==> src/design/bpfl_pkg.sv <==
`default_nettype none

package bpfl_pkg;

  // Defaults for the top-level parameters
  localparam int DEF_ITEMS_PER_BLOCK = 256;
  localparam int DEF_MAX_BLOCKS      = 8;

  // Fixed field widths
  localparam int ADDR_W   = 23;
  localparam int SIZE_W   = 13;
  localparam int CMD_W    = 2;
  localparam int STATUS_W = 2;
  localparam int OUTST_W  = 12;
  localparam int BLKCNT_W = 4;

  // Slot size limits and reset value
  localparam logic [SIZE_W-1:0] SIZE_RESET = 13'd16;
  localparam logic [SIZE_W-1:0] SIZE_MIN   = 13'd1;
  localparam logic [SIZE_W-1:0] SIZE_MAX   = 13'd4096;

  typedef enum logic [CMD_W-1:0] {
    CMD_ALLOC = 2'd0,
    CMD_FREE  = 2'd1,
    CMD_CLEAR = 2'd2
  } cmd_e;

  typedef enum logic [STATUS_W-1:0] {
    STS_OK          = 2'd0,
    STS_EXHAUSTED   = 2'd1,
    STS_NOT_IN_POOL = 2'd2,
    STS_BLOCK_FULL  = 2'd3
  } status_e;

  typedef enum logic [2:0] {
    ST_IDLE,
    ST_ALLOC,
    ST_POP,
    ST_FSCAN,
    ST_FIN
  } state_e;

endpackage

`default_nettype wire

==> src/design/bpfl_fill_gen.sv <==
`default_nettype none

module bpfl_fill_gen
  import bpfl_pkg::*;
#(
  parameter int AW = $clog2(DEF_MAX_BLOCKS * DEF_ITEMS_PER_BLOCK)
) (
  input  wire logic              clk_i,
  input  wire logic              en_i,
  input  wire logic [AW-1:0]     slot_idx_i,
  input  wire logic [SIZE_W-1:0] size_i,
  output logic      [ADDR_W-1:0] addr_o
);

  localparam int PW = AW + SIZE_W;
  localparam int MW = (PW > ADDR_W) ? PW : ADDR_W;

  logic [MW-1:0] prod;

  // Slot byte offset of an untouched fill entry, wrapped to the address width
  assign prod = MW'(slot_idx_i) * MW'(size_i);

  always_ff @(posedge clk_i) begin
    if (en_i) begin
      addr_o <= prod[ADDR_W-1:0];
    end
  end

endmodule

`default_nettype wire

==> config.mk <==
export PLATFORM = sky130hd
export DESIGN_NAME = bpfl_fill_gen
export DESIGN_NICKNAME = d
export VERILOG_FILES = /design/src/design/bpfl_pkg.sv /design/src/design/bpfl_fill_gen.sv
export SDC_FILE = /design/constraint.sdc
export NUM_CORES = 1
export LEC_CHECK = 0
export BUFFER_PORTS_ARGS = -buffer_cell sky130_fd_sc_hd__buf_2
export CAP_MARGIN = 20
export CORE_MARGIN = 8
export CORE_UTILIZATION = 55
export CTS_BUF_LIST = sky130_fd_sc_hd__clkbuf_8
export DETAILED_ROUTE_END_ITERATION = 10
export PLACE_DENSITY = 0.75
export SLEW_MARGIN = 10
export SYNTH_ARGS = -nofsm -noshare
export SYNTH_HDL_FRONTEND = slang
export SYNTH_SLANG_ARGS = --single-unit
==> constraint.sdc <==
create_clock -name clk_i -period 9.8 [get_ports clk_i]
set_input_delay 0.98 -clock clk_i [delete_from_list [all_inputs] [get_ports clk_i]]
set_output_delay 0.98 -clock clk_i [all_outputs]
set_load 0.1 [all_outputs]
# Word level (Yosys, flattened, before mapping)

Index checks and enable logic that the tools add are counted.

Memories kept: 0
ROM bits: 0
Latch bits: 0
Flip-flop bits (word level): 23
RAM bits: 0

Reduce and logical (&&, ||, !) cells: 0
Bitwise operators: 0
Equality and inequality tests: 0
$mul: 1
Add/subtract/negate cells: 0
Magnitude comparators: 0
Shift operators: 0
Mux-type cells: 0
Divide/modulo/power cells: 0

Operator list:

| operator                     | count |
|---|---|
| multiplier 11 x 13 -> 23 bit | 1 |

# Logic depth before layout (Yosys ltp)

Word-level depth: 1
Depth in mapped cells: 19
Depth with buffers taken out: 17

# Least setup slack after synthesis

Ideal clock, no wire load.

Path kind: input port to flip-flop
Start point: input port slot_idx_i[2]
End point: register addr_o[21] (data pin)
Cell stages on the path: 18
Library setup time: 0.266 ns
Data arrival time: 5.291 ns
Buffers on the path: 2
Data required time: 9.534 ns
Slack: 4.243 ns
Path through: clkbuf_1 -> nand2_1 -> fa_1 -> inv_1 -> fa_1 -> inv_1 -> fa_1 -> inv_1 -> fa_1 -> inv_1 -> fa_1 -> inv_1 -> ha_1 -> buf_2 -> and4_1 -> a221o_1 -> nor4_1 -> nor4b_1

Longest elaborated chain between the ends: 1

Ends and longest elaborated chain:

| element                      | RTL line            | text |
|---|---|---|
| start, declared              | bpfl_fill_gen.sv:10 | `input wire logic [AW-1:0] slot_idx_i,` |
| multiplier 11 x 13 -> 23 bit | bpfl_fill_gen.sv:21 | `assign prod = MW'(slot_idx_i) * MW'(size_i);` |
| net prod[21]                 | bpfl_fill_gen.sv:18 | `logic [MW-1:0] prod;` |
| end signal, assigned         | bpfl_fill_gen.sv:25 | `addr_o <= prod[ADDR_W-1:0];` |
| end, declared                | bpfl_fill_gen.sv:12 | `output logic [ADDR_W-1:0] addr_o` |

The timed path passes the listed nets, and every way through them passes these cells.
A chain may end at the register's enable or synchronous reset.

# Final worst setup path

Same ends and word-level chain as after synthesis.

==> impl_metrics.tcl <==
set metrics [dict create \
    largest_register_ffs 23 \
    io_buffer_count 48 \
    finalSetupTns_ns 0 \
    antenna_found_initial 0 \
    grt_pass1_wl_um 19900 \
    die_area_um2 13500 \
    ys.flop_type "edfxtp_1" \
    min-delay-start "en_i" \
    initial_core_util 0.566 \
    via_per_inst 5.40 \
    root_buffer "clkbuf_8" \
    end_kind "flop" \
    syn_area_per_cell_um2 9.01 \
    fillers 888 \
    final_core_util 0.600 \
    criticalPathCategory "primary input to flop" \
    synthXorXnorAreaFrac 0.0223 \
    synth-compound-area-share 0.0695 \
    ys_seq_area_frac 0.125 \
    worst-path-max-fanout 13 \
    drt_iter0_markers 193 \
    drive_gt1_frac 0.0821 \
    area_delta_synth_final_pct 6.09 \
    required_ns 9.87 \
    fin_crit_sh 0.571 \
    core-area_um2 9730 \
    grt_pass1_vias 4450 \
    maxCapViolCount 0 \
    diodes 0 \
    routed_wl_um 11600 \
    num_vias 4138 \
    clkTransAtPathRegs_ns 0.08 \
    synth_edf_count 23 \
    die-width_um 116 \
    synth_area_leaders "fa_1 35%, ha_1 13%, edfxtp_1 13%, inv_1 8.6%, and2_1 8.1%" \
    synth_mux_area_frac 0.00545 \
    worst_pin_slew_ns 0.506 \
    slew_headroom 0.662 \
    first_pass_iters 4 \
    cts_htree_levels 1 \
    hold_viol 0 \
    cts_tree "built" \
    ys_ff_latch 23 \
    cts_sinks 23 \
    cp.arrival_ns 5.66 \
    ys_async_sr_fraction 0 \
    outcome "finished clean" \
    clockBufferDepth 2 \
    layout_min_cycle_time_ns 5.60 \
    yosys_warnings 0 \
    dp_hpwl_um 9770 \
    fmaxAchievable_mhz 179 \
    drc 0 \
    die_y_um 116 \
    gp_congestion 0.884 \
    drv_slew 0 \
    boundaryPins 49 \
    start_kind "primary input" \
    wire_per_inst_um 15.2 \
    ys_types 45 \
    grt_usage 0.183 \
    postRouteAntennaNets 0 \
    post_cts_buffers 0 \
    grt-ovfl-total 0 \
    cts_resized 0 \
    rsz0062_at_grt "no" \
    cts_buffers 3 \
    hold_buffers 0 \
    layout.nets 816 \
    layout_common_cells "127 x inv_1, 97 x fa_1, 88 x nand2_1" \
    syn_inst 611 \
    top_regs "addr_o (23)" \
    std_cell_rows 36 \
    synth_top_family_by_area "adder cells" \
    setup_viol 0 \
    final_common_cell "inv_1" \
    regMostFlops "addr_o" \
    yosys.area.top_type_share 0.353 \
    yosys.area_share.simple 0.184 \
    synth_nets 793 \
    synthAdderAreaFrac 0.487 \
    syn_area_um2 5510 \
    synth_area_leader_cell "fa_1" \
    hold_depth 1 \
    hold_path_end "addr_o[18]" \
    hold_path.class "primary input to flop" \
    grt_max_degree 24 \
]
[Yosys cell counts, types with 2 or more instances]
cell / instances
a211oi_1: 3
a21o_1: 4
a21oi_1: 19
a221o_1: 2
and2_1: 71
and3_1: 4
buf_2: 2
clkbuf_1: 27
edfxtp_1: 23
fa_1: 97
ha_1: 59
inv_1: 126
mux2i_1: 3
nand2_1: 88
nand3_1: 6
nand4_1: 3
nor2_1: 13
nor3_1: 6
nor4_1: 2
nor4b_1: 2
o2111ai_1: 2
o211ai_1: 2
o21a_1: 3
o21ai_0: 8
o31ai_1: 3
or4_1: 2
xnor2_1: 10
xor2_1: 4
[stage by stage]
stage               std cells  setup WS, ns  hold WS, ns  area [um^2]
finish                    766          4.20         1.22         5840
CTS                       766          4.23         1.22         5840
global placement          762          4.08         1.48         5800
detailed placement        762          3.90         1.49         5800
floorplan                 611          4.24         1.09         5510
global route              766          3.92         1.22         5840
[critical path, cell delays in order]
cell     delay [ns]
buf_2          0.25
nand2_1        0.13
fa_1           0.54
inv_1          0.05
fa_1           0.50
inv_1          0.05
fa_1           0.53
inv_1          0.05
fa_1           0.47
inv_1          0.05
fa_1           0.47
inv_1          0.04
ha_1           0.40
and4_1         0.26
nand3_1        0.08
a21oi_1        0.38
nor4_1         0.10
nor4b_1        0.33
[how the worst max path moves through the flow]
stage,from,end,slack (ns),cells after the start
final,slot_idx_i[2],addr_o[21],4.20,18
after global placement,size_i[7],addr_o[21],4.08,15
after global routing,slot_idx_i[2],addr_o[21],3.92,18
after floorplan,slot_idx_i[2],addr_o[21],4.24,18
after detailed placement,slot_idx_i[2],addr_o[21],3.90,18
after CTS,slot_idx_i[2],addr_o[21],4.23,18
[layer usage]
| layer | GRT usage | vias up | part of all wire |
|---|---|---|---|
| li1 | - | 1934 | - |
| met2 | 0.343 | 84 | 0.55 |
| met5 | 0 | - | 0 |
| met4 | 0.0346 | 0 | 0.014 |
| met3 | 0.0219 | 19 | 0.039 |
| met1 | 0.218 | 2101 | 0.40 |
[cells by family (layout without fill, tap and decap cells)]
logic type	Yosys count	count (layout)
compound gates	57	57
simple gates	202	202
buf+inv	156	178
xor+xnor	14	14
flops	23	23
fa+ha+maj	156	156
mux	3	3
[final cells by class]
class,count,area [um^2],share of cell area
inverters,126,473,0.0810
clock buffers,3,41.3,0.00707
multi-input cells,432,4230,0.723
flip-flops and latches,23,691,0.118
clock inverters,1,3.75,0.000643
well taps,133,166,0.0285
repair buffers,48,240,0.0411
Power is left out: the tool's default activity adds up to more than one toggle a clock period on the data nets, which glitch-free logic cannot reach.
